File: src/sv/bbn_pkg.sv
// Shared types and constants for the mesh bounding box normalizer.
`timescale 1ns / 1ps

package bbn_pkg;

	// Coordinate format: signed fixed point with FRAC_W fraction bits.
	localparam int COORD_W = 32;
	localparam int FRAC_W  = 16;
	localparam int BOX_W   = 31;
	// Box extents and coordinate differences need one more bit than a coordinate.
	localparam int EXT_W   = COORD_W + 1;
	localparam int PROD_W  = 2 * EXT_W;
	localparam int SCALE_W = COORD_W;
	// Scale dividend is box_size shifted up by the fraction bits.
	localparam int DVD_W   = BOX_W + FRAC_W;
	// Queue depth between front and back; a power of two.
	localparam int Q_DEPTH = 2;

	localparam logic signed [COORD_W-1:0] COORD_MAX = {1'b0, {(COORD_W-1){1'b1}}};
	localparam logic signed [COORD_W-1:0] COORD_MIN = {1'b1, {(COORD_W-1){1'b0}}};
	// Default target size is 4.0.
	localparam logic [BOX_W-1:0] BOX_RESET = BOX_W'(4) << FRAC_W;

	typedef enum logic [1:0] {
		OP_CLEAR     = 2'd0,
		OP_MEASURE   = 2'd1,
		OP_TRANSFORM = 2'd2
	} op_t;

	typedef enum logic [1:0] {
		F_IDLE,
		F_DRAIN,
		F_PREP,
		F_DIV
	} front_state_t;

	// One transform job handed from the front to the back.
	typedef struct packed {
		logic                      degen;
		logic signed [COORD_W-1:0] x;
		logic signed [COORD_W-1:0] y;
		logic signed [COORD_W-1:0] z;
	} job_t;

	// Offsets and scale latched by the front, used by the back.
	typedef struct packed {
		logic signed [COORD_W-1:0] center_x;
		logic signed [COORD_W-1:0] center_y;
		logic signed [COORD_W-1:0] base_z;
		logic [SCALE_W-1:0]        scale;
	} xform_t;

endpackage

File: src/sv/bbn_fifo.sv
// Short job queue between the front and the back.
`timescale 1ns / 1ps

module bbn_fifo (
	input  logic              clk,
	input  logic              arst_n,
	input  logic              push,
	input  bbn_pkg::job_t     push_job,
	input  logic              pop,
	output bbn_pkg::job_t     pop_job,
	output logic              full,
	output logic              empty
);

	localparam int PTR_W = $clog2(bbn_pkg::Q_DEPTH);
	localparam int CNT_W = $clog2(bbn_pkg::Q_DEPTH + 1);

	bbn_pkg::job_t      mem_q [bbn_pkg::Q_DEPTH];
	logic [PTR_W-1:0]   wr_ptr_q;
	logic [PTR_W-1:0]   rd_ptr_q;
	logic [CNT_W-1:0]   count_q;

	// Pointers and fill level; the depth is a power of two so pointers wrap.
	always_ff @(posedge clk or negedge arst_n) begin
		if (!arst_n) begin
			wr_ptr_q <= '0;
			rd_ptr_q <= '0;
			count_q  <= '0;
		end else begin
			if (push) begin
				wr_ptr_q <= wr_ptr_q + PTR_W'(1);
			end
			if (pop) begin
				rd_ptr_q <= rd_ptr_q + PTR_W'(1);
			end
			unique case ({push, pop})
				2'b10:   count_q <= count_q + CNT_W'(1);
				2'b01:   count_q <= count_q - CNT_W'(1);
				default: count_q <= count_q;
			endcase
		end
	end

	// Storage.
	always_ff @(posedge clk) begin
		if (push) begin
			mem_q[wr_ptr_q] <= push_job;
		end
	end

	assign pop_job = mem_q[rd_ptr_q];
	assign full    = count_q == CNT_W'(bbn_pkg::Q_DEPTH);
	assign empty   = count_q == '0;

	// The front never pushes into a full queue and the back never pops an empty one.
	a_no_overflow: assert property (@(posedge clk) disable iff (!arst_n)
		push |-> !full)
		else $error("job queue overflow");
	a_no_underflow: assert property (@(posedge clk) disable iff (!arst_n)
		pop |-> !empty)
		else $error("job queue underflow");

endmodule

File: config.mk
export PLATFORM = sky130hd
export DESIGN_NAME = bbn_fifo
export DESIGN_NICKNAME = d
export VERILOG_FILES = /design/src/sv/bbn_pkg.sv /design/src/sv/bbn_fifo.sv
export SDC_FILE = /design/constraint.sdc
export NUM_CORES = 1
export LEC_CHECK = 0
export ABC_AREA = 1
export BUFFER_PORTS_ARGS = -buffer_cell sky130_fd_sc_hd__buf_2
export CAP_MARGIN = 40
export CORE_UTILIZATION = 45
export DETAILED_ROUTE_END_ITERATION = 8
export GPL_TIMING_DRIVEN = 0
export PLACE_DENSITY = 0.7
export SLEW_MARGIN = 25
export SYNTH_ARGS = -nofsm -noshare
export SYNTH_HDL_FRONTEND = slang
export SYNTH_SLANG_ARGS = --single-unit
export TNS_END_PERCENT = 30
File: constraint.sdc
create_clock -name clk -period 5.8 [get_ports clk]
set_input_delay 0.29 -clock clk [delete_from_list [all_inputs] [get_ports clk]]
set_output_delay 0.29 -clock clk [all_outputs]
set_load 0.01 [all_outputs]
==> impl_metrics.xml <==
<?xml version="1.0" encoding="UTF-8"?>
<metrics>
  <group name="outcome">
    <metric name="run_status" unit="">complete, no violations</metric>
  </group>
  <group name="routing">
    <metric name="wl" unit="um">14900</metric>
    <metric name="topRoutingLayerUsed" unit="">met4</metric>
    <metric name="wire_per_inst" unit="um">15.2</metric>
    <metric name="via_count" unit="">4609</metric>
    <metric name="first_pass_iters" unit="">4</metric>
    <metric name="wl_met2" unit="um">7840</metric>
    <metric name="drt-vias-per-instance" unit="">4.68</metric>
    <metric name="post-route-drc-count" unit="">0</metric>
    <metric name="routed_met3_length" unit="um">858</metric>
    <metric name="drt-initial-drc-count" unit="">326</metric>
    <metric name="count_of_nets_left_with_antenna_violations_after_detail_routing" unit="">0</metric>
    <metric name="wirelength_met1" unit="um">5980</metric>
  </group>
  <group name="clock_network">
    <metric name="tritoncts_num_sinks" unit="">198</metric>
    <metric name="cts-htree-levels" unit="">4</metric>
    <metric name="cts_inserted_buffers" unit="">17</metric>
    <metric name="clock-root-buffer" unit="">sky130_fd_sc_hd__clkbuf_16</metric>
    <metric name="worstSkewPairLatency" unit="ns">0.42</metric>
    <metric name="clockBufferDepth" unit="">2</metric>
    <metric name="ctsResizeCount" unit="">0</metric>
    <metric name="path_clk_slew" unit="ns">0.07</metric>
    <metric name="hold_buffers_post_cts" unit="">1</metric>
    <metric name="tritoncts_clock_tree" unit="">built</metric>
    <metric name="post_cts_buffers" unit="">0</metric>
  </group>
  <group name="placement">
    <metric name="hpwl" unit="um">10300</metric>
    <metric name="gp_congestion" unit="">0.727</metric>
    <metric name="port_buffers" unit="">199</metric>
    <metric name="post_dp_cell_area" unit="sq um">8790</metric>
    <metric name="dp_slack" unit="ns">3.91</metric>
  </group>
  <group name="power">
    <metric name="power-per-cell-area" unit="nW/um^2">479</metric>
    <metric name="peakVddDrop" unit="V">0.000255</metric>
    <metric name="leakagePower" unit="nW">4.00</metric>
  </group>
  <group name="finish">
    <metric name="layout.cells.most_common" unit="">sky130_fd_sc_hd__buf_2</metric>
    <metric name="finalNetCount" unit="">856</metric>
    <metric name="layout_common_cells" unit="">sky130_fd_sc_hd__buf_2 (204), sky130_fd_sc_hd__edfxtp_1 (194), sky130_fd_sc_hd__inv_1 (102), sky130_fd_sc_hd__nand2_1 (102), sky130_fd_sc_hd__o21ai_0 (97)</metric>
    <metric name="final_layout_size_suffix_gt1_share" unit="%">32.6</metric>
    <metric name="final_design_area_no_fill" unit="sq um">9340</metric>
    <metric name="synthToLayoutAreaGrowth" unit="%">26.4</metric>
    <metric name="utilization" unit="%">58.6</metric>
  </group>
  <group name="critical_path">
    <metric name="reg2reg_setup_slack" unit="ns">3.95</metric>
    <metric name="worst_r2r_path_depth" unit="">4</metric>
    <metric name="startpoint_type_of_the_worst_setup_path" unit="">flip-flop</metric>
    <metric name="wp_data_arrival" unit="ns">1.72</metric>
    <metric name="r2r_start" unit="">wr_ptr_q</metric>
    <metric name="critical_path_sink_type" unit="">primary output</metric>
    <metric name="cp_max_fo" unit="">10</metric>
    <metric name="timing_worst_setup_path_type" unit="">flip-flop to primary output</metric>
    <metric name="r2r_end" unit="">mem_q[0][66]</metric>
    <metric name="crit_required" unit="ns">5.51</metric>
  </group>
  <group name="die">
    <metric name="design.die.area" unit="sq um">16900</metric>
    <metric name="die_height" unit="um">130</metric>
    <metric name="chipWidth" unit="um">130</metric>
    <metric name="initial_utilization" unit="%">46.4</metric>
    <metric name="std_cell_core_area" unit="sq um">15900</metric>
    <metric name="std_cell_rows" unit="">46</metric>
    <metric name="pin_count" unit="">200</metric>
  </group>
  <group name="timing">
    <metric name="layout_worst_path_cycle_share" unit="%">34.7</metric>
    <metric name="rsz_0062_raised_after_global_routing" unit="">false</metric>
    <metric name="setup_violations" unit="">0</metric>
    <metric name="worst_slew_pin_slew" unit="ns">0.580</metric>
    <metric name="min_period" unit="ns">2.01</metric>
    <metric name="final_hold_viol_count" unit="">0</metric>
    <metric name="slew_viol_final" unit="">0</metric>
    <metric name="fin_skew" unit="ns">0.00777</metric>
    <metric name="slew_headroom" unit="%">61.3</metric>
    <metric name="final.setup.tns" unit="ns">0</metric>
    <metric name="clock.fmax" unit="MHz">496</metric>
    <metric name="final_critical_path_setup_slack" unit="ns">3.79</metric>
  </group>
  <group name="synth">
    <metric name="mappedNetlistNets" unit="">632</metric>
    <metric name="syn_avg_cell_area" unit="sq um">13.9</metric>
    <metric name="sequential_area_share_after_synthesis" unit="%">80.2</metric>
    <metric name="synth.yosys.warnings" unit="">0</metric>
    <metric name="synth.area.top_cells" unit="">sky130_fd_sc_hd__edfxtp_1 (79%), sky130_fd_sc_hd__o21ai_0 (6.6%), sky130_fd_sc_hd__inv_1 (5.2%)</metric>
    <metric name="synth.largest_area_cell" unit="">sky130_fd_sc_hd__edfxtp_1</metric>
    <metric name="summed_instance_area_of_the_synthesized_netlist" unit="sq um">7390</metric>
    <metric name="post_synth_inst_count" unit="">530</metric>
    <metric name="ys_ff_latch" unit="">198</metric>
    <metric name="synthDominantCellAreaShare" unit="%">78.8</metric>
    <metric name="synth_cell_type_count" unit="">15</metric>
  </group>
  <group name="job">
    <metric name="drv_cap" unit="">0</metric>
  </group>
  <group name="global_route">
    <metric name="first_pass_grt_wire_length" unit="um">22200</metric>
    <metric name="total_global_routing_overflow" unit="">0</metric>
    <metric name="grt_antenna_before_repair" unit="">0</metric>
    <metric name="grtUsageTotal" unit="%">18.0</metric>
    <metric name="first_global_vias" unit="">4479</metric>
    <metric name="grt_max_degree" unit="">62</metric>
  </group>
  <group name="worst_hold_path">
    <metric name="hold-path-cell-count" unit="">1</metric>
    <metric name="timing.hold.worst_endpoint" unit="">mem_q[0][13]</metric>
    <metric name="min-delay-path-class" unit="">input port to flip-flop</metric>
    <metric name="worst_hold_startpoint" unit="">push_job[13]</metric>
  </group>
</metrics>
## where the power goes
group | internal, W | leakage [nW] | switching, W
clock | 0.000590 | 0.248 | 0.000496
combinational | 0.000518 | 1.88 | 0.000899
sequential | 0.00190 | 1.87 | 0.0000779
total | 0.00300 | 4.00 | 0.00147
## metrics by stage
step / std cells / hold WS, ns / total power [W]
after global routing: 983 / 0.0253 / 0.00473
after global placement: 945 / 0.0959 / 0.00339
after CTS: 983 / 0.0299 / 0.00453
after floorplan: 530 / -0.00559 / 0.00279
after detailed placement: 950 / 0.103 / 0.00344
final: 984 / 0.0520 / 0.00448
## critical path, stage by stage, from the launching register on
cell                      delay, ns
sky130_fd_sc_hd__dfrtp_1       0.47
sky130_fd_sc_hd__buf_4         0.28
sky130_fd_sc_hd__buf_2         0.25
sky130_fd_sc_hd__o21ai_0       0.14
sky130_fd_sc_hd__buf_2         0.16
## layout make-up
type	count	area [sq um]
sequential	198	5930
tap	216	270
buffer	21	149
antenna	1	2.50
timing repair buffer	205	1130
clock inverter	12	103
inverter	103	392
fill	1308	6600
multi-input combinational	208	937
clock buffer	20	437
## cell usage after synthesis
library cell	number
sky130_fd_sc_hd__edfxtp_1	194
sky130_fd_sc_hd__inv_1	103
sky130_fd_sc_hd__nand2_1	102
sky130_fd_sc_hd__o21ai_0	97
sky130_fd_sc_hd__buf_4	7
sky130_fd_sc_hd__buf_2	5
sky130_fd_sc_hd__buf_6	5
sky130_fd_sc_hd__clkbuf_1	4
sky130_fd_sc_hd__dfrtp_1	4
sky130_fd_sc_hd__nor2_1	3
sky130_fd_sc_hd__xor2_1	2
sky130_fd_sc_hd__ha_1	1
sky130_fd_sc_hd__nand3_1	1
sky130_fd_sc_hd__nand4_1	1
sky130_fd_sc_hd__xnor2_1	1
## cells by family (layout without fill, tap and decap cells)
family	count (synthesis)	count (layout)	synth area share, %
AOI/OAI and AO/OA	97	97	6.57
DFF	198	198	80.2
and+or+nand+nor	107	107	5.49
other	0	1	0
adders and majority gates	1	1	0.169
xor gates and xnor gates	3	3	0.356
buffers and inverters	124	361	7.25
## layer usage
layer | GRT usage [%] | up-vias
met5 | 0 | -
met4 | 7.39 | 0
met3 | 5.21 | 19
met2 | 32.0 | 137
met1 | 20.2 | 2219
li1 | - | 2234
## sequential cells by signal (all words and copies together), names as in the netlist
| register | count |
|---|---|
| mem_q | 194 |
| count_q | 2 |
| rd_ptr_q | 1 |
| wr_ptr_q | 1 |
## how the worst max path moves through the flow
stage / startpoint / endpoint / slack, ns / cells past startpoint
after floorplan: wr_ptr_q / mem_q[0][0] / 0.79 / 1
after global placement: push / mem_q[0][67] / -1.38 / 3
after detailed placement: push / mem_q[0][67] / 3.91 / 6
after CTS: rd_ptr_q / pop_job[33] / 3.74 / 4
after global routing: rd_ptr_q / pop_job[33] / 3.65 / 4
final: rd_ptr_q / pop_job[33] / 3.79 / 4
Note: power is estimated with default switching activity, not from simulation.
