**config.mk**
```make
export PLATFORM = sky130hd
export DESIGN_NAME = bbn_front_flat
export DESIGN_NICKNAME = d
export VERILOG_FILES = /design/src/sv/bbn_pkg.sv /design/src/sv/bbn_in_if.sv /design/src/sv/bbn_div.sv /design/src/sv/bbn_front.sv /design/src/flat_wrapper.sv
export SDC_FILE = /design/constraint.sdc
export NUM_CORES = 2
export LEC_CHECK = 0
export ABC_CLOCK_PERIOD_IN_PS = 34900
export BUFFER_PORTS_ARGS = -buffer_cell sky130_fd_sc_hd__buf_4
export CORE_MARGIN = 1
export CORE_UTILIZATION = 53
export CTS_CLUSTER_SIZE = 12
export DETAILED_ROUTE_END_ITERATION = 12
export GPL_TIMING_DRIVEN = 0
export PLACE_DENSITY = 0.72
export SLEW_MARGIN = 40
export SYNTH_ARGS = -nofsm -noshare
export SYNTH_HDL_FRONTEND = slang
export SYNTH_SLANG_ARGS = --single-unit
```
**constraint.sdc**
```tcl
create_clock -name clk -period 34.9 [get_ports clk]
set_input_delay 8.725 -clock clk [delete_from_list [all_inputs] [get_ports clk]]
set_output_delay 8.725 -clock clk [all_outputs]
set_load 0.005 [all_outputs]
```
**src/sv/bbn_pkg.sv**
```systemverilog
// Shared types and constants for the mesh bounding box normalizer.
`timescale 1ns / 1ps

package bbn_pkg;

	// Coordinate format: signed fixed point with FRAC_W fraction bits.
	localparam int COORD_W = 32;
	localparam int FRAC_W  = 16;
	localparam int BOX_W   = 31;
	// Box extents and coordinate differences need one more bit than a coordinate.
	localparam int EXT_W   = COORD_W + 1;
	localparam int PROD_W  = 2 * EXT_W;
	localparam int SCALE_W = COORD_W;
	// Scale dividend is box_size shifted up by the fraction bits.
	localparam int DVD_W   = BOX_W + FRAC_W;
	// Queue depth between front and back; a power of two.
	localparam int Q_DEPTH = 2;

	localparam logic signed [COORD_W-1:0] COORD_MAX = {1'b0, {(COORD_W-1){1'b1}}};
	localparam logic signed [COORD_W-1:0] COORD_MIN = {1'b1, {(COORD_W-1){1'b0}}};
	// Default target size is 4.0.
	localparam logic [BOX_W-1:0] BOX_RESET = BOX_W'(4) << FRAC_W;

	typedef enum logic [1:0] {
		OP_CLEAR     = 2'd0,
		OP_MEASURE   = 2'd1,
		OP_TRANSFORM = 2'd2
	} op_t;

	typedef enum logic [1:0] {
		F_IDLE,
		F_DRAIN,
		F_PREP,
		F_DIV
	} front_state_t;

	// One transform job handed from the front to the back.
	typedef struct packed {
		logic                      degen;
		logic signed [COORD_W-1:0] x;
		logic signed [COORD_W-1:0] y;
		logic signed [COORD_W-1:0] z;
	} job_t;

	// Offsets and scale latched by the front, used by the back.
	typedef struct packed {
		logic signed [COORD_W-1:0] center_x;
		logic signed [COORD_W-1:0] center_y;
		logic signed [COORD_W-1:0] base_z;
		logic [SCALE_W-1:0]        scale;
	} xform_t;

endpackage

```
**src/sv/bbn_in_if.sv**
```systemverilog
// Vertex input channel: valid/ready handshake with the operation and vertex.
`timescale 1ns / 1ps

interface bbn_in_if;
	logic                               valid;
	logic                               ready;
	logic [1:0]                         operation;
	logic signed [bbn_pkg::COORD_W-1:0] vert_x;
	logic signed [bbn_pkg::COORD_W-1:0] vert_y;
	logic signed [bbn_pkg::COORD_W-1:0] vert_z;

	modport source (output valid, operation, vert_x, vert_y, vert_z, input ready);
	modport sink (input valid, operation, vert_x, vert_y, vert_z, output ready);
endinterface

```
**src/sv/bbn_div.sv**
```systemverilog
// Radix-2 restoring divider that produces one quotient bit per cycle.
`timescale 1ns / 1ps

module bbn_div (
	input  logic                         clk,
	input  logic                         arst_n,
	input  logic                         start,
	input  logic [bbn_pkg::DVD_W-1:0]    dividend,
	input  logic [bbn_pkg::COORD_W-1:0]  divisor,
	output logic                         done,
	output logic [bbn_pkg::DVD_W-1:0]    quotient
);

	localparam int CNT_W = $clog2(bbn_pkg::DVD_W);
	localparam logic [CNT_W-1:0] CNT_LAST = CNT_W'(bbn_pkg::DVD_W - 1);

	logic                          busy_q;
	logic                          done_q;
	logic [CNT_W-1:0]              cnt_q;
	logic [bbn_pkg::COORD_W-1:0]   rem_q;
	logic [bbn_pkg::COORD_W-1:0]   dvs_q;
	logic [bbn_pkg::DVD_W-1:0]     quo_q;

	logic [bbn_pkg::COORD_W:0]     trial;
	logic [bbn_pkg::COORD_W:0]     diff;
	logic                          fits;

	// Bring down the next dividend bit and try the subtraction.
	always_comb begin
		trial = {rem_q, quo_q[bbn_pkg::DVD_W-1]};
		diff  = trial - {1'b0, dvs_q};
		fits  = trial >= {1'b0, dvs_q};
	end

	// Control: step counter and completion pulse.
	always_ff @(posedge clk or negedge arst_n) begin
		if (!arst_n) begin
			busy_q <= 1'b0;
			done_q <= 1'b0;
			cnt_q  <= '0;
		end else begin
			done_q <= busy_q && (cnt_q == CNT_LAST);
			if (start) begin
				busy_q <= 1'b1;
				cnt_q  <= '0;
			end else if (busy_q) begin
				cnt_q <= cnt_q + CNT_W'(1);
				if (cnt_q == CNT_LAST) begin
					busy_q <= 1'b0;
				end
			end
		end
	end

	// Datapath: remainder and a shift register that turns dividend into quotient.
	always_ff @(posedge clk) begin
		if (start) begin
			rem_q <= '0;
			quo_q <= dividend;
			dvs_q <= divisor;
		end else if (busy_q) begin
			rem_q <= fits ? diff[bbn_pkg::COORD_W-1:0] : trial[bbn_pkg::COORD_W-1:0];
			quo_q <= {quo_q[bbn_pkg::DVD_W-2:0], fits};
		end
	end

	assign done     = done_q;
	assign quotient = quo_q;

endmodule

```
**src/sv/bbn_front.sv**
```systemverilog
// Front end: accepts items, tracks the bounding box and latches offsets and scale.
`timescale 1ns / 1ps

module bbn_front (
	input  logic                        clk,
	input  logic                        arst_n,
	bbn_in_if.sink                      vtx,
	input  logic                        cfg_wr_en,
	input  logic [bbn_pkg::BOX_W-1:0]   cfg_wr_data,
	input  logic                        q_full,
	input  logic                        q_empty,
	input  logic                        back_idle,
	output logic                        push,
	output bbn_pkg::job_t               push_job,
	output bbn_pkg::xform_t             xform
);

	localparam int CW = bbn_pkg::COORD_W;
	localparam int EW = bbn_pkg::EXT_W;

	bbn_pkg::front_state_t   state_q;
	bbn_pkg::front_state_t   state_d;

	logic [bbn_pkg::BOX_W-1:0] box_size_q;
	logic signed [CW-1:0]      low_x_q, high_x_q, low_y_q, high_y_q, low_z_q, high_z_q;
	logic                      box_valid_q;
	logic                      scale_ready_q;
	bbn_pkg::job_t             hold_q;
	logic signed [EW-1:0]      ext_x_q, ext_y_q, ext_z_q;
	bbn_pkg::xform_t           xform_q;

	logic                      acc;
	logic                      is_clear, is_measure, is_xf;
	logic                      degen_now;
	logic                      need_prep;
	logic signed [EW-1:0]      big;
	logic                      div_start;
	logic                      div_done;
	logic [bbn_pkg::DVD_W-1:0] div_quo;
	logic [bbn_pkg::SCALE_W-1:0] scale_sat;

	// Item classification. A box is degenerate when nothing was measured since
	// the clear or when every axis has zero extent.
	always_comb begin
		acc        = vtx.valid && vtx.ready;
		is_clear   = acc && (vtx.operation == bbn_pkg::OP_CLEAR);
		is_measure = acc && (vtx.operation == bbn_pkg::OP_MEASURE);
		is_xf      = acc && (vtx.operation == bbn_pkg::OP_TRANSFORM);
		degen_now  = !box_valid_q ||
			((low_x_q == high_x_q) && (low_y_q == high_y_q) && (low_z_q == high_z_q));
		need_prep  = is_xf && !degen_now && !scale_ready_q;
	end

	// Largest extent; all extents are non-negative once the box holds a vertex.
	always_comb begin
		big = ext_x_q;
		if (ext_y_q > big) begin
			big = ext_y_q;
		end
		if (ext_z_q > big) begin
			big = ext_z_q;
		end
	end

	// Quotient saturates to the scale width.
	assign scale_sat = (|div_quo[bbn_pkg::DVD_W-1:bbn_pkg::SCALE_W]) ? '1 :
		div_quo[bbn_pkg::SCALE_W-1:0];

	bbn_div u_div (
		.clk      (clk),
		.arst_n   (arst_n),
		.start    (div_start),
		.dividend ({box_size_q, bbn_pkg::FRAC_W'(0)}),
		.divisor  (big[CW-1:0]),
		.done     (div_done),
		.quotient (div_quo)
	);

	// Next state.
	always_comb begin
		state_d = state_q;
		unique case (state_q)
			bbn_pkg::F_IDLE: begin
				if (need_prep) begin
					state_d = bbn_pkg::F_DRAIN;
				end
			end
			bbn_pkg::F_DRAIN: begin
				if (q_empty && back_idle) begin
					state_d = bbn_pkg::F_PREP;
				end
			end
			bbn_pkg::F_PREP: begin
				state_d = bbn_pkg::F_DIV;
			end
			bbn_pkg::F_DIV: begin
				if (div_done) begin
					state_d = bbn_pkg::F_IDLE;
				end
			end
		endcase
	end

	// Outputs per state.
	always_comb begin
		vtx.ready = 1'b0;
		push      = 1'b0;
		push_job  = hold_q;
		div_start = 1'b0;
		unique case (state_q)
			bbn_pkg::F_IDLE: begin
				vtx.ready = !q_full;
				push      = is_xf && !need_prep;
				push_job  = '{degen: degen_now, x: vtx.vert_x, y: vtx.vert_y, z: vtx.vert_z};
			end
			bbn_pkg::F_DRAIN: begin
			end
			bbn_pkg::F_PREP: begin
				div_start = 1'b1;
			end
			bbn_pkg::F_DIV: begin
				push = div_done;
			end
		endcase
	end

	always_ff @(posedge clk or negedge arst_n) begin
		if (!arst_n) begin
			state_q <= bbn_pkg::F_IDLE;
		end else begin
			state_q <= state_d;
		end
	end

	// Bounding box and readiness of the latched scale.
	always_ff @(posedge clk or negedge arst_n) begin
		if (!arst_n) begin
			box_size_q    <= bbn_pkg::BOX_RESET;
			low_x_q       <= bbn_pkg::COORD_MAX;
			low_y_q       <= bbn_pkg::COORD_MAX;
			low_z_q       <= bbn_pkg::COORD_MAX;
			high_x_q      <= bbn_pkg::COORD_MIN;
			high_y_q      <= bbn_pkg::COORD_MIN;
			high_z_q      <= bbn_pkg::COORD_MIN;
			box_valid_q   <= 1'b0;
			scale_ready_q <= 1'b0;
		end else begin
			if (is_clear) begin
				low_x_q       <= bbn_pkg::COORD_MAX;
				low_y_q       <= bbn_pkg::COORD_MAX;
				low_z_q       <= bbn_pkg::COORD_MAX;
				high_x_q      <= bbn_pkg::COORD_MIN;
				high_y_q      <= bbn_pkg::COORD_MIN;
				high_z_q      <= bbn_pkg::COORD_MIN;
				box_valid_q   <= 1'b0;
				scale_ready_q <= 1'b0;
			end else if (is_measure) begin
				if (vtx.vert_x < low_x_q)  low_x_q  <= vtx.vert_x;
				if (vtx.vert_x > high_x_q) high_x_q <= vtx.vert_x;
				if (vtx.vert_y < low_y_q)  low_y_q  <= vtx.vert_y;
				if (vtx.vert_y > high_y_q) high_y_q <= vtx.vert_y;
				if (vtx.vert_z < low_z_q)  low_z_q  <= vtx.vert_z;
				if (vtx.vert_z > high_z_q) high_z_q <= vtx.vert_z;
				box_valid_q   <= 1'b1;
				scale_ready_q <= 1'b0;
			end else if ((state_q == bbn_pkg::F_DIV) && div_done) begin
				scale_ready_q <= 1'b1;
			end
			if (cfg_wr_en) begin
				box_size_q    <= cfg_wr_data;
				scale_ready_q <= 1'b0;
			end
		end
	end

	// Held vertex and box extents. Extents are taken while the back drains,
	// when the box can no longer change.
	always_ff @(posedge clk) begin
		if (need_prep) begin
			hold_q <= '{degen: 1'b0, x: vtx.vert_x, y: vtx.vert_y, z: vtx.vert_z};
		end
		if (state_q == bbn_pkg::F_DRAIN) begin
			ext_x_q <= EW'(high_x_q) - EW'(low_x_q);
			ext_y_q <= EW'(high_y_q) - EW'(low_y_q);
			ext_z_q <= EW'(high_z_q) - EW'(low_z_q);
		end
	end

	// Offsets are latched while the divider starts; the scale when it finishes.
	always_ff @(posedge clk or negedge arst_n) begin
		if (!arst_n) begin
			xform_q <= '0;
		end else begin
			if (state_q == bbn_pkg::F_PREP) begin
				xform_q.center_x <= CW'(EW'(low_x_q) + (ext_x_q >>> 1));
				xform_q.center_y <= CW'(EW'(low_y_q) + (ext_y_q >>> 1));
				xform_q.base_z   <= low_z_q;
			end
			if ((state_q == bbn_pkg::F_DIV) && div_done) begin
				xform_q.scale <= scale_sat;
			end
		end
	end

	assign xform = xform_q;

	// New offsets are only computed once every earlier job has left the back.
	a_prep_drained: assert property (@(posedge clk) disable iff (!arst_n)
		(state_q == bbn_pkg::F_PREP) |-> (q_empty && back_idle))
		else $error("offsets prepared while jobs are in flight");
	a_scale_stable: assert property (@(posedge clk) disable iff (!arst_n)
		!back_idle |=> $stable(xform_q))
		else $error("scale changed under a job in the back");
	a_div_push_empty: assert property (@(posedge clk) disable iff (!arst_n)
		((state_q == bbn_pkg::F_DIV) && push) |-> q_empty)
		else $error("held item pushed behind other jobs");

endmodule

```
**src/flat_wrapper.sv**
```systemverilog
// flat-port wrapper written by rule: the top's interface ports become plain ports
module bbn_front_flat 
  (clk, arst_n, cfg_wr_en, cfg_wr_data, q_full, q_empty, back_idle, push, push_job, xform, vtx_valid, vtx_operation, vtx_vert_x, vtx_vert_y, vtx_vert_z, vtx_ready);
  bbn_in_if vtx_i ();
  input  logic clk;
  input  logic arst_n;
  input  logic cfg_wr_en;
  input  logic [bbn_pkg::BOX_W-1:0] cfg_wr_data;
  input  logic q_full;
  input  logic q_empty;
  input  logic back_idle;
  output logic push;
  output bbn_pkg::job_t push_job;
  output bbn_pkg::xform_t xform;
  input wire logic [$bits(vtx_i.valid)-1:0] vtx_valid;
  input wire logic [$bits(vtx_i.operation)-1:0] vtx_operation;
  input wire logic [$bits(vtx_i.vert_x)-1:0] vtx_vert_x;
  input wire logic [$bits(vtx_i.vert_y)-1:0] vtx_vert_y;
  input wire logic [$bits(vtx_i.vert_z)-1:0] vtx_vert_z;
  output wire logic [$bits(vtx_i.ready)-1:0] vtx_ready;
  assign vtx_i.valid = vtx_valid;
  assign vtx_i.operation = vtx_operation;
  assign vtx_i.vert_x = vtx_vert_x;
  assign vtx_i.vert_y = vtx_vert_y;
  assign vtx_i.vert_z = vtx_vert_z;
  assign vtx_ready = vtx_i.ready;
  bbn_front u_core (.clk(clk), .arst_n(arst_n), .vtx(vtx_i), .cfg_wr_en(cfg_wr_en), .cfg_wr_data(cfg_wr_data), .q_full(q_full), .q_empty(q_empty), .back_idle(back_idle), .push(push), .push_job(push_job), .xform(xform));
endmodule
```
==> qor.yml <==
final_antenna_net_count: 0
ys_seq_elements: 669
yosys.area_share.adder_pct: 13.6
synth_area_leaders: "edfxtp_1 18%, dfrtp_1 16%, ha_1 13%, dfstp_2 6.0%, mux2_2 5.5%"
rows: 103
cts_buffers: 77
fin_skew_ns: 0.0256
vdd_ir_drop_max_mv: 0.0606
ys_seq_area_share_pct: 42.3
postCtsHoldBufs: 0
synthMuxAreaShare_pct: 8.30
hold_viol_final: 0
use_met2_pct: 48.5
top_usage_layer: "met2"
worst-endpoint-required_ns: 26.17
grt_setup_unrepaired: "no"
dieArea_um2: 81000
grt_pass1_vias: 32900
max_freq_ghz: 0.0502
finalInstanceArea_um2: 49400
io-pin-count: 363
ctsRootBufferMaster: "clkbuf_16"
cts_tree: "done"
cp-start-kind: "input port"
antenna_found_initial: 4
clock_latency_ns: 0.64
cts.sinks: 669
synth_xor_area_share_pct: 3.37
final_util_pct: 62.5
period_needed_ns: 19.93
slew_headroom_pct: 38.4
gr-usage-met3_pct: 4.56
grt_first_pass_wirelength_um: 193000
status: "finished, final reports clean"
syn_nets: 4718
powerDensity_nw_per_um2: 109
ys.flop_type: "dfrtp_1"
layout_setup_ws_ns: 14.97
place_congestion: 0.951
grt_max_degree: 73
synth_edf_count: 258
layout_common_cells: "449 x ha_1, 369 x buf_4, 351 x inv_1, 289 x nand2_1, 266 x dfrtp_1"
arrival_ns: 11.21
nNetsFinal: 5182
drive_gt1_share_pct: 18.6
dp_hpwl_um: 98500
synth.avg_cell_area_um2: 10.3
setup_viol: 0
synth_top_family_by_area: "compound AO/OA/AOI/OAI gates"
vias: 34100
drc: 0
post-place-ws_ns: 14.78
core_um2: 79000
final_max_slew_viol_count: 0
yosysWarnings: 0
drt_wl_total_um: 126000
clock_path_buffers: 3
grt_overflow: 0
place_area_um2: 46700
max_cap_violations: 0
netlist_instances: 4125
synthArstFlopShare_pct: 54.3
die_w_um: 285
leakage_nw: 22.4
layout_commonest_cell: "ha_1"
power.total_mw: 5.38
drtIter0Drc: 2730
fin_crit_sh_pct: 57.1
wire_per_inst_um: 22.0
hold_class: "flop to flop"
die_y_um: 285
post_cts_buffers: 0
path_class: "input port to output port"
cts_resized: 0
syn2layout_area_growth_pct: 16.7
syn-cell-area_um2: 42400
port_buffers: 360
initial_core_util_pct: 53.6
viasPerCell: 5.97
synth_cell_type_count: 84
synth_top_area_share_pct: 18.3
first_pass_iters: 5
yosysTopAreaCell: "edfxtp_1"
grtUsageTotal_pct: 30.6
end_kind: "output port"
worst_pin_slew_ns: 0.912
clk_pin_slew_ns: 0.05
synth_compound_area_share_pct: 16.6
worst-path-max-fanout: 6
yosys.area_share.simple_pct: 11.2
tns_ns: 0
r2r_setup_slack_ns: 27.93
gr-usage-met1_pct: 41.6
htreeDepth: 3
-- where the power goes --
group / switching [mW] / total (mW) / internal (mW)
Combinational: 1.72 / 3.03 / 1.31
Sequential: 0.262 / 1.51 / 1.25
Clock: 0.345 / 0.846 / 0.501
Total: 2.33 / 5.38 / 3.06
-- metal layers --
layer / part of all wire (%) / up-vias
met5: 0.0072 / -
met2: 45 / 1205
met3: 6.7 / 260
met4: 4.6 / 2
met1: 43 / 16500
li1: - / 16200
-- kinds of logic after synthesis --
kind of cell             Yosys count
multiplexers                     325
AND/OR/NAND/NOR                  963
XOR/XNOR                         162
AO/OA/AOI/OAI                   1037
buffers and inverters            512
flip-flops                       669
adder cells (fa/ha/maj)          457
-- cell type report --
cell class	instances	area, um^2
diodes	3	7.51
clock buffers	113	2280
clock inverters	31	383
flip-flops and latches	669	17900
repair buffers	385	3020
fillers	6561	29600
plain buffers	159	622
multi-input cells	2944	22600
well taps	1050	1310
inverters	353	1330
-- final timing paths --
kind | cells after the start | from | to
max | 10 | vtx_operation[0] | push
min | 2 | u_core.u_div.quotient[0] | u_core.u_div.quotient[0]
max reg2reg | 21 | u_core.ext_y_q[32] | u_core.u_div.dvs_q[30]
min reg2reg | 2 | u_core.u_div.quotient[0] | u_core.u_div.quotient[0]
max in group asynchronous | 4 | arst_n | u_core.low_z_q[20]
min in group asynchronous | 1 | arst_n | u_core.box_size_q[13]
-- flip-flops by register name, indices dropped and copies added (netlist names), 33 cells and up --
name and flops:
u_core.u_div.quotient 47, u_core.ext_x_q 33, u_core.xform 128, u_core.ext_z_q 33, u_core.ext_y_q 33, u_core.hold_q 96
-- critical path, stage by stage --
cell	delay, ns
clkbuf_1	0.23
buf_6	0.23
inv_1	0.19
nand4_1	0.40
nor3_2	0.59
buf_4	0.30
nand2b_1	0.15
o21ba_2	0.14
nor2_1	0.08
buf_4	0.16
-- metrics by stage --
| step | cells | hold slack [ns] |
|---|---|---|
| 6_report | 5707 | 0.465 |
| 5_1_grt | 5706 | 0.505 |
| 4_1_cts | 5703 | 0.468 |
| 3_5_place_dp | 5559 | 0.457 |
| 3_3_place_gp | 5535 | 0.452 |
| 2_1_floorplan | 4125 | 0.435 |
-- cell usage after synthesis (12+ instances only) --
library cell    n
xor2_1         49
mux2i_1       116
dfxtp_1        48
nand2b_1       28
buf_1          15
o22a_1         93
nor2_1        184
o21ai_0       149
a21o_1        172
a21oi_1       228
edfxtp_1      258
nand2_1       289
nor4_1         21
dfrtp_1       266
xnor2_1       112
a31oi_1        29
clkbuf_1      135
o211ai_1       22
nor4b_1        33
dfstp_2        97
a211oi_1       57
nor2b_1        46
and3_1         26
o31ai_1        73
nand4_1        76
o21bai_1       23
nand3_1       112
inv_1         352
o21ai_1        28
or2_2          12
or3_1          13
nor3_1         81
mux2_2        207
a311oi_1       17
ha_1          451
o21a_1         42
Power figures use the tool's default switching activity.
